--- src/hdl/cst_pkg.sv ---
// Shared types and constants for the credential slot table.
package cst_pkg;

	localparam int DEF_SLOT_COUNT = 27;

	localparam int MODE_W     = 2;
	localparam int STATUS_W   = 8;
	localparam int KEY_W      = 64;
	localparam int LOW_KEY_W  = 32;
	localparam int ENTRY_W    = STATUS_W + KEY_W;
	localparam int IN_DATA_W  = 80;
	localparam int OUT_DATA_W = 16;

	localparam logic [STATUS_W-1:0] FREE_STATUS = 8'hFF;
	localparam logic [KEY_W-1:0]    ERASED_KEY  = 64'hFFFF_FFFF_FFFF_FFFF;

	typedef enum logic [MODE_W-1:0] {
		MODE_CHECK_USER  = 2'd0,
		MODE_CHECK_ADMIN = 2'd1,
		MODE_ADD_USER    = 2'd2,
		MODE_DEL_USER    = 2'd3
	} mode_t;

	typedef enum logic [1:0] {
		ST_IDLE,
		ST_SCAN,
		ST_RESP
	} state_t;

endpackage

--- src/hdl/cst_ram.sv ---
// Generic single-port-write, registered-read RAM.
module cst_ram #(
	parameter int WIDTH = 8,
	parameter int DEPTH = 2,
	localparam int AW = (DEPTH > 1) ? $clog2(DEPTH) : 1
) (
	input  logic             clk,
	input  logic             wr_en,
	input  logic [AW-1:0]    wr_addr,
	input  logic [WIDTH-1:0] wr_data,
	input  logic             rd_en,
	input  logic [AW-1:0]    rd_addr,
	output logic [WIDTH-1:0] rd_data
);

	logic [WIDTH-1:0] mem_q [DEPTH];
	logic [WIDTH-1:0] rd_data_q;

	always_ff @(posedge clk) begin
		if (wr_en) begin
			mem_q[wr_addr] <= wr_data;
		end
		if (rd_en) begin
			rd_data_q <= mem_q[rd_addr];
		end
	end

	assign rd_data = rd_data_q;

endmodule

--- src/hdl/credential_slot_table_core.sv ---
// Credential slot table: slot scan sequencer, slot RAM and admin key check.
//
// Input words arrive on s_axis; one result word leaves on m_axis for each.
// The block takes one word at a time: s_axis_tready is high only while idle.
// Admin check raises m_axis_tvalid right after the accepting edge. The user
// modes scan the slot RAM one slot per cycle from slot 0 (slot 0 is read at
// the accepting edge) and raise m_axis_tvalid once the scan ends, which is
// after 1 to SLOT_COUNT slots have been visited.
// An add or delete writes its slot in the cycle the scan ends.
// The result is held on m_axis until m_axis_tready; no new word is taken
// before that handshake, so a stalled receiver stalls the input side.
// Reset clears the per-slot valid flags (every slot then reads as erased:
// status 255, key all ones) and sets the admin key to all ones; no
// clearing pass is needed. admin_key_wr_en writes the admin key, which
// should only happen while no word is in flight.
module credential_slot_table_core #(
	parameter int SLOT_COUNT = cst_pkg::DEF_SLOT_COUNT
) (
	input  logic                             clk,
	input  logic                             arst_n,
	input  logic                             s_axis_tvalid,
	output logic                             s_axis_tready,
	// [1:0] mode, [65:2] key, [73:66] new_status, [79:74] zero
	input  logic [cst_pkg::IN_DATA_W-1:0]    s_axis_tdata,
	output logic                             m_axis_tvalid,
	input  logic                             m_axis_tready,
	// [7:0] result_value, [8] table_full, [15:9] zero
	output logic [cst_pkg::OUT_DATA_W-1:0]   m_axis_tdata,
	input  logic                             admin_key_wr_en,
	input  logic [cst_pkg::KEY_W-1:0]        admin_key_wr_data
);
	import cst_pkg::*;

	localparam int AW = (SLOT_COUNT > 1) ? $clog2(SLOT_COUNT) : 1;

	state_t state_q, state_d;

	mode_t               mode_q;
	logic [KEY_W-1:0]    key_q;
	logic [STATUS_W-1:0] new_status_q;
	logic [KEY_W-1:0]    admin_key_q;
	logic [AW-1:0]       cmp_idx_q;
	logic [SLOT_COUNT-1:0] slot_valid_q;
	logic [STATUS_W-1:0] res_q, res_d;
	logic                full_q, full_d;
	logic                load_res;

	logic                s_acc;
	mode_t               in_mode;

	logic                rd_en, wr_en;
	logic [AW-1:0]       rd_addr;
	logic [ENTRY_W-1:0]  rd_data, wr_data;

	logic [STATUS_W-1:0] entry_status;
	logic [KEY_W-1:0]    entry_key;
	logic                key_hit, low_hit, is_free, is_last, found, scan_end;

	assign s_axis_tready = (state_q == ST_IDLE);
	assign s_acc         = s_axis_tvalid && s_axis_tready;
	assign in_mode       = mode_t'(s_axis_tdata[MODE_W-1:0]);

	cst_ram #(
		.WIDTH (ENTRY_W),
		.DEPTH (SLOT_COUNT)
	) u_slot_ram (
		.clk     (clk),
		.wr_en   (wr_en),
		.wr_addr (cmp_idx_q),
		.wr_data (wr_data),
		.rd_en   (rd_en),
		.rd_addr (rd_addr),
		.rd_data (rd_data)
	);

	// slot under compare; unwritten slots read as erased
	always_comb begin
		entry_status = slot_valid_q[cmp_idx_q] ? rd_data[STATUS_W-1:0] : FREE_STATUS;
		entry_key    = slot_valid_q[cmp_idx_q] ? rd_data[ENTRY_W-1:STATUS_W] : ERASED_KEY;
		key_hit      = (entry_key == key_q);
		low_hit      = (entry_key[LOW_KEY_W-1:0] == key_q[LOW_KEY_W-1:0]);
		is_free      = (entry_status == FREE_STATUS);
		is_last      = (cmp_idx_q == AW'(SLOT_COUNT - 1));
		case (mode_q)
			MODE_CHECK_USER: found = key_hit || is_free;
			MODE_ADD_USER:   found = is_free;
			MODE_DEL_USER:   found = low_hit || is_free;
			default:         found = 1'b1;
		endcase
		scan_end = found || is_last;
	end

	always_comb begin
		state_d = state_q;
		case (state_q)
			ST_IDLE: begin
				if (s_acc) begin
					state_d = (in_mode == MODE_CHECK_ADMIN) ? ST_RESP : ST_SCAN;
				end
			end
			ST_SCAN: begin
				if (scan_end) begin
					state_d = ST_RESP;
				end
			end
			ST_RESP: begin
				if (m_axis_tready) begin
					state_d = ST_IDLE;
				end
			end
			default: state_d = ST_IDLE;
		endcase
	end

	always_comb begin
		rd_en    = 1'b0;
		rd_addr  = '0;
		wr_en    = 1'b0;
		wr_data  = '0;
		load_res = 1'b0;
		res_d    = '0;
		full_d   = 1'b0;
		case (state_q)
			ST_IDLE: begin
				rd_en    = s_acc;
				load_res = s_acc;
				res_d    = (s_axis_tdata[MODE_W+KEY_W-1:MODE_W] == admin_key_q) ?
					STATUS_W'(1) : '0;
			end
			ST_SCAN: begin
				rd_en    = !scan_end;
				rd_addr  = cmp_idx_q + 1'b1;
				load_res = scan_end;
				full_d   = !found;
				case (mode_q)
					MODE_CHECK_USER: begin
						if (key_hit) begin
							res_d = entry_status;
						end
					end
					MODE_ADD_USER: begin
						if (is_free) begin
							wr_en   = 1'b1;
							wr_data = {key_q, new_status_q};
							res_d   = STATUS_W'(1);
						end
					end
					MODE_DEL_USER: begin
						if (low_hit) begin
							wr_en   = 1'b1;
							wr_data = '0;
							res_d   = STATUS_W'(1);
						end
					end
					default: res_d = '0;
				endcase
			end
			default: ;
		endcase
	end

	always_ff @(posedge clk or negedge arst_n) begin
		if (!arst_n) begin
			state_q      <= ST_IDLE;
			slot_valid_q <= '0;
			admin_key_q  <= ERASED_KEY;
		end else begin
			state_q <= state_d;
			if (wr_en) begin
				slot_valid_q[cmp_idx_q] <= 1'b1;
			end
			if (admin_key_wr_en) begin
				admin_key_q <= admin_key_wr_data;
			end
		end
	end

	always_ff @(posedge clk) begin
		if (s_acc) begin
			mode_q       <= in_mode;
			key_q        <= s_axis_tdata[MODE_W+KEY_W-1:MODE_W];
			new_status_q <= s_axis_tdata[MODE_W+KEY_W+STATUS_W-1:MODE_W+KEY_W];
			cmp_idx_q    <= '0;
		end else if (state_q == ST_SCAN) begin
			cmp_idx_q <= cmp_idx_q + 1'b1;
		end
		if (load_res) begin
			res_q  <= res_d;
			full_q <= full_d;
		end
	end

	assign m_axis_tvalid = (state_q == ST_RESP);
	assign m_axis_tdata  = {{(OUT_DATA_W - STATUS_W - 1){1'b0}}, full_q, res_q};

endmodule

--- config.mk ---
export PLATFORM = sky130hd
export DESIGN_NAME = credential_slot_table_core
export DESIGN_NICKNAME = d
export VERILOG_FILES = /design/src/hdl/cst_pkg.sv /design/src/hdl/cst_ram.sv /design/src/hdl/credential_slot_table_core.sv
export SDC_FILE = /design/constraint.sdc
export NUM_CORES = 2
export LEC_CHECK = 0
export BUFFER_PORTS_ARGS = -buffer_cell sky130_fd_sc_hd__buf_2
export CORE_MARGIN = 4
export CORE_UTILIZATION = 50
export CTS_CLUSTER_SIZE = 14
export DETAILED_ROUTE_END_ITERATION = 8
export PLACE_DENSITY = 0.73
export SETUP_SLACK_MARGIN = 0.02
export SYNTH_ARGS = -nofsm -noshare
export SYNTH_HDL_FRONTEND = slang
export SYNTH_SLANG_ARGS = --single-unit
--- constraint.sdc ---
create_clock -name clk -period 16.55 [get_ports clk]
set_clock_uncertainty 0.1 [all_clocks]
set_input_delay 1.655 -clock clk [delete_from_list [all_inputs] [get_ports clk]]
set_output_delay 1.655 -clock clk [all_outputs]
set_load 0.05 [all_outputs]
; Word-level counts from Yosys, hierarchy flattened
; Memories as Yosys holds them, arrays and structs flattened. A register that Yosys moved wholly into a read port is not among the register bits.
; Cells that the tools add are included.
; Widths: inputs -> output; s select.
[totals]
output_inout_bits = 18
wordCells = 67
reg_bits = 181
mem_count = 1
ramBits = 1944
[mem_list]
columns = memory, depth, width, rd, rd_clocked_by_memory_dff, write_ports, line
row1 = u_slot_ram.mem_q, 27, 72, 1, 1, 1, cst_ram.sv:16  ; logic [WIDTH-1:0] mem_q [DEPTH];
[classes]
mux = 30
n_eq_ne = 13
n_reduce_logical = 10
bitwise_logic = 1
magnitude_cmp = 2
addsub = 1
[ops]
columns = cell, count
row1 = $mux 72, 3
row2 = $eq 64x64->1, 2
row3 = $mux 64, 1
row4 = $eq 32x32->1, 1
row5 = $or 27x27->27, 1
row6 = $pmux 8 s3, 1
row7 = $mux 8, 2
row8 = $pmux 8 s2, 1
row9 = $mux 1, 10
row10 = $eq 8x8->1 const B, 1
row11 = $mux 2, 4
row12 = $eq 2x2->1 const B, 3
row13 = $lt 5x6->1 const B, 1
row14 = $pmux 1 s2, 3
row15 = $pmux 2 s3, 1
row16 = $add 5x1->5 const B, 1
row17 = $bmux 1 s5, 1
row18 = $demux 1 s5, 1
row19 = $eq 5x5->1 const B, 1
row20 = $ge 5x1->1 const B, 1
row21 = $mux 5, 1
row22 = $eq 2x1->1 const B, 2
row23 = $logic_not 2->1, 2
row24 = $ne 2x1->1 const B, 2
row25 = 6 further kinds, 10

; Longest topological paths before layout
[depth]
word_depth = 9
mapped_depth = 13
ltp_nobuf = 9

; Modules after synthesis
; From an unflattened synthesis, not the netlist that was laid out.
[hier_totals]
hier_cells = 4226
hier_area_um2 = 85803.5
[by_module_without_submodules]
columns = mod, area_each_um2, cells_per_inst, seq_area_each_um2, n_inst
row1 = cst_ram, 75788.9, 3315, 60538.1, 1
row2 = credential_slot_table_core, 10014.6, 911, 4999.8, 1

; Worst setup path before layout
; OpenSTA, ideal clock, no wires.
[synth_timing]
path_type = register to register
start = register cmp_idx_q[1]
end = register u_slot_ram.rd_data_q[0] (netlist: u_slot_ram.rd_data[0]), read port of u_slot_ram.mem_q (enable)
path_slack_ns = 8.153
path_stages_with_launch = 14
t_required_ns = 15.841
synth_period_minus_slack_ns = 8.397
path_buffers = 4
arrival_time_ns = 7.689
setup_ns = 0.609
cell_sequence = dfxtp_1 buf_2 buf_6 mux2i_1 nor3_1 a311o_1 buf_2 nor3_2 buf_2 mux2i_1 nor4_1 o21ai_0 a21oi_1 o31ai_1
[synth_between]
elab_chain_len = 9
[synth_rtl]
columns = item, line
row1 = from (decl), credential_slot_table_core.sv:42  ; logic [AW-1:0] cmp_idx_q;
row2 = from (signal assigned), credential_slot_table_core.sv:185  ; cmp_idx_q <= cmp_idx_q + 1'b1;
row3 = $bmux 1 s5, "credential_slot_table_core.sv:78, credential_slot_table_core.sv:79"
row4 = $mux 1 (implied by the code), "credential_slot_table_core.sv:78, credential_slot_table_core.sv:79"
row5 = $mux 64 or $mux 8 (tied branches), "credential_slot_table_core.sv:79, credential_slot_table_core.sv:78"
row6 = $eq 64x64->1 (tied with other cells), credential_slot_table_core.sv:80  ; key_hit = (entry_key == key_q);
row7 = "$logic_or 1x1->1, on equally long branches", "credential_slot_table_core.sv:85, credential_slot_table_core.sv:87"
row8 = $pmux 1 s3, credential_slot_table_core.sv:84  ; case (mode_q)
row9 = $logic_or 1x1->1 (*), credential_slot_table_core.sv:90  ; scan_end = found || is_last;
row10 = $logic_not 1->1 (*), credential_slot_table_core.sv:131  ; rd_en = !scan_end;
row11 = $pmux 1 s2 (*), credential_slot_table_core.sv:123  ; case (state_q)
row12 = via rd_en, credential_slot_table_core.sv:51  ; logic rd_en, wr_en;
row13 = to (decl), cst_ram.sv:17  ; logic [WIDTH-1:0] rd_data_q;
; Mark *: on every way through the listed nets, which the timed path passes. The rest lies on a longest branch. The select of a mux whose other input is x is not followed.
; A chain may end at the register's enable or synchronous reset.

; Worst setup path in the final report
[layout_timing]
start = register cmp_idx_q[0]
end = memory u_slot_ram.mem_q[14][43] (netlist bit) (enable)
[layout_between]
elab_chain_len = 9
[layout_rtl]
columns = item, line
row1 = $bmux 1 s5, "credential_slot_table_core.sv:78, credential_slot_table_core.sv:79"
row2 = $mux 1 (implied by the code), "credential_slot_table_core.sv:78, credential_slot_table_core.sv:79"
row3 = $mux 64 or $mux 8 (tied branches), "credential_slot_table_core.sv:79, credential_slot_table_core.sv:78"
row4 = $eq 32x32->1 or $eq 8x8->1 (tied branches), "credential_slot_table_core.sv:81, credential_slot_table_core.sv:82"
row5 = "$mux 1, on equally long branches", "credential_slot_table_core.sv:149, credential_slot_table_core.sv:142"
row6 = $pmux 1 s2, credential_slot_table_core.sv:135  ; case (mode_q)
row7 = $mux 1, credential_slot_table_core.sv:123
row8 = $mux 1, cst_ram.sv:20  ; if (wr_en) begin
row9 = $mux 1 (implied by the code), cst_ram.sv:21  ; mem_q[wr_addr] <= wr_data;
row10 = to (decl), cst_ram.sv:16
; Several ways; a longest one is shown, not always the timed one. The select of a mux whose other input is x is not followed.

==> impl_metrics.env <==
export IMPL_status="finished, final reports clean"
export IMPL_ys_top_cells_by_area="edfxtp_1 74%, mux4_2 9.6%, dfstp_2 2.0%"
export IMPL_leakage_uw=0.0310
export IMPL_synth_mux_area_frac=0.103
export IMPL_io_pins=167
export IMPL_fp_dieW_um=421
export IMPL_grt_overflow=0
export IMPL_routedWlPerCell_um=30.5
export IMPL_synth_top_family_by_area="multiplexers"
export IMPL_top_layer="met5"
export IMPL_final_setup_viol_count=0
export IMPL_cts_clk_slew_worst_paths_ns=0.06
export IMPL_netlist_area_leader_share=0.739
export IMPL_synth_edf_count=2099
export IMPL_yosysSeqAreaShare=0.768
export IMPL_wl_met3_um=20200
export IMPL_synth_xor_area_frac=0.0114
export IMPL_cts_root_buf="clkbuf_16"
export IMPL_synth_most_common_cell="edfxtp_1"
export IMPL_cts_buffers_inserted=207
export IMPL_via_count=45655
export IMPL_irDropWorstVdd_mv=0.117
export IMPL_cp_max_fo=91
export IMPL_max_cap_violations=0
export IMPL_postSynthCellCount=4627
export IMPL_yosys_register_bits=2197
export IMPL_hold_viol_final=0
export IMPL_synth_compound_area_frac=0.0632
export IMPL_clock_sinks=2197
export IMPL_insertion_delay_ns=0.84
export IMPL_async_flop_share=0.0423
export IMPL_regArea_um2=65500
export IMPL_syn_cell_area_um2=85300
export IMPL_grt_max_degree=160
export IMPL_finalNetCount=4971
export IMPL_post_place_cells=6822
export IMPL_fin_crit_ns=8.07
export IMPL_postCtsSetupRepairBufs=0
export IMPL_dpl_hpwl_um=119000
export IMPL_report_final_slew_viol_count=0
export IMPL_tightest_slew_ns=1.38
export IMPL_dr_wl_met2_um=105000
export IMPL_whs_ns=0.370
export IMPL_start_kind="flip-flop"
export IMPL_yosys_area_share_simple=0.0364
export IMPL_grt_usage=0.245
export IMPL_ys_warnings_count=0
export IMPL_yosys_area_share_adder=0.00132
export IMPL_grt_pass1_wl_um=317000
export IMPL_h_tree_depth=4
export IMPL_endpoint_kind="flip-flop"
export IMPL_dr_pass1_iters=6
export IMPL_crit_arrival_ns=8.42
export IMPL_total_power_uw=13500
export IMPL_path_buf_inv=5
export IMPL_p_per_area_nw_per_um2=142
export IMPL_drive_above_1_share=0.213
export IMPL_rsz0062_at_grt="false"
export IMPL_area_growth_pct=11.6
export IMPL_crit_family="buffers and inverters"
export IMPL_cts_tree="done"
export IMPL_synth_flop_cell="edfxtp_1"
export IMPL_slew_headroom=0.0807
export IMPL_critPathSlowestCell="buf_4"
export IMPL_clockBufferDepth=3
export IMPL_wl_um=220000
export IMPL_cp_common_cell="buf_4"
export IMPL_crit_type="flip-flop to flip-flop"
export IMPL_stdcell_count=7205
export IMPL_synth_largest_area_cell="edfxtp_1"
export IMPL_antenna_found_initial=8
export IMPL_gp_congestion=0.905
export IMPL_drc=0
export IMPL_ctsResizeCount=0
export IMPL_fmax_ghz=0.124
export IMPL_ant_nets=0
export IMPL_wl_met1_um=78300
export IMPL_period_share=0.487
export IMPL_ctsHoldBuffers=0
export IMPL_multi_input_area_um2=18700
export IMPL_path_cells="buf_4 -> nor3_1 -> a311o_1 -> nor3_2 -> buf_4 -> o21ai_0 -> nor2_4 -> a31o_4 -> nand2_1 -> buf_4 -> nor2_4 -> buf_4 -> buf_4"
export IMPL_max_stage_delay_ns=0.97
export IMPL_synth_cell_types=69
export IMPL_synth_avg_cell_area_um2=18.4
export IMPL_row_count=151
export IMPL_nFillCells=12340
export IMPL_worstHoldPathType="flip-flop to flip-flop"
export IMPL_synth_common_cells="2099 x edfxtp_1, 418 x nand2_1, 362 x mux4_2"
export IMPL_via_per_inst=6.34
export IMPL_grt_pass1_vias=45234
export IMPL_required_ns=16.90
export IMPL_die_height_um=421
export IMPL_core_um2=169000
export IMPL_io_buffers=153
export IMPL_drtIter0Drc=6275
export IMPL_initial_utilization=0.503
export IMPL_tns_ns=0
export IMPL_die_area_um2=177000
final cells by class:
cell class / count / share of cell area
Timing Repair Buffer: 265 / 0.0173
Tap cell: 2218 / 0.0292
Inverter: 38 / 0.00152
Multi-Input combinational cell: 2104 / 0.196
Sequential cell: 2197 / 0.688
Antenna cell: 10 / 0.000263
Clock inverter: 86 / 0.00839
Clock buffer: 287 / 0.0584
power by group:
part	internal [uW]	switching [uW]	total, uW
clock	2520	1990	4500
combinational	915	1520	2430
sequential	6370	203	6570
final timing paths:
check | startpoint | to | slack (ns) | depth (start not counted)
setup reg to reg | cmp_idx_q[0]$_SDFFE_PP0P_ | u_slot_ram.mem_q[14][43]$_DFFE_PP_ | 8.48 | 13
setup / recovery | cmp_idx_q[0]$_SDFFE_PP0P_ | u_slot_ram.mem_q[14][43]$_DFFE_PP_ | 8.48 | 13
hold / removal | slot_valid_q[13]$_DFFE_PN0P_ | slot_valid_q[13]$_DFFE_PN0P_ | 0.37 | 1
min in group asynchronous | arst_n | slot_valid_q[22]$_DFFE_PN0P_ | 0.72 | 1
max in group asynchronous | arst_n | admin_key_q[20]$_DFFE_PN1P_ | 14.50 | 2
hold reg to reg | slot_valid_q[13]$_DFFE_PN0P_ | slot_valid_q[13]$_DFFE_PN0P_ | 0.37 | 1
registers in the layout (all words and copies together), names as in the netlist:
signal,cells
admin_key_q,64
cmp_idx_q,5
full_q,1
key_q,64
mode_q,2
new_status_q,8
res_q,8
slot_valid_q,27
state_q,2
u_slot_ram.mem_q,1944
u_slot_ram.rd_data,72
cell usage in the layout (no fill, tap or decap), drive strengths merged, types with 5 or more instances in the layout:
cell,synthesis,layout
a21oi,162,162
a221oi,6,6
a31oi,74,74
and2,73,73
buf,86,265
bufinv,0,11
clkbuf,208,287
clkinv,0,66
conb,1,7
dfrtp,29,29
dfstp,64,64
dfxtp,5,5
diode,0,10
edfxtp,2099,2099
ha,9,9
inv,38,43
mux2,49,49
mux2i,11,11
mux4,362,362
nand2,421,421
nand4,33,33
nor2,118,118
nor3,7,7
nor4,24,24
o21a,7,7
o21ai,244,244
o21bai,26,26
o221ai,148,148
o22ai,152,152
o41ai,7,7
xnor2,61,61
xor2,50,50
layer usage:
| layer | GRT usage | vias up |
|---|---|---|
| li1 | - | 19048 |
| met2 | 0.388 | 2593 |
| met5 | 0 | - |
| met4 | 0.154 | 4 |
| met3 | 0.0464 | 515 |
| met1 | 0.317 | 23495 |
kinds of logic after synthesis:
| family | Yosys count |
|---|---|
| and+or+nand+nor | 705 |
| AOI/OAI and AO/OA | 850 |
| xor gates and xnor gates | 111 |
| adders and majority gates | 9 |
| muxes | 422 |
| other | 1 |
| DFF | 2197 |
| buffers and inverters | 332 |
through the flow:
stage	area, um^2	utilization	setup WS, ns
floorplan	85300	-	8.15
global placement	88800	0.524	8.82
detailed placement	88800	0.524	8.66
CTS	95200	0.562	8.60
global route	95200	0.562	8.33
finish	95200	0.562	8.48
Note: power is estimated with default switching activity, not from simulation.
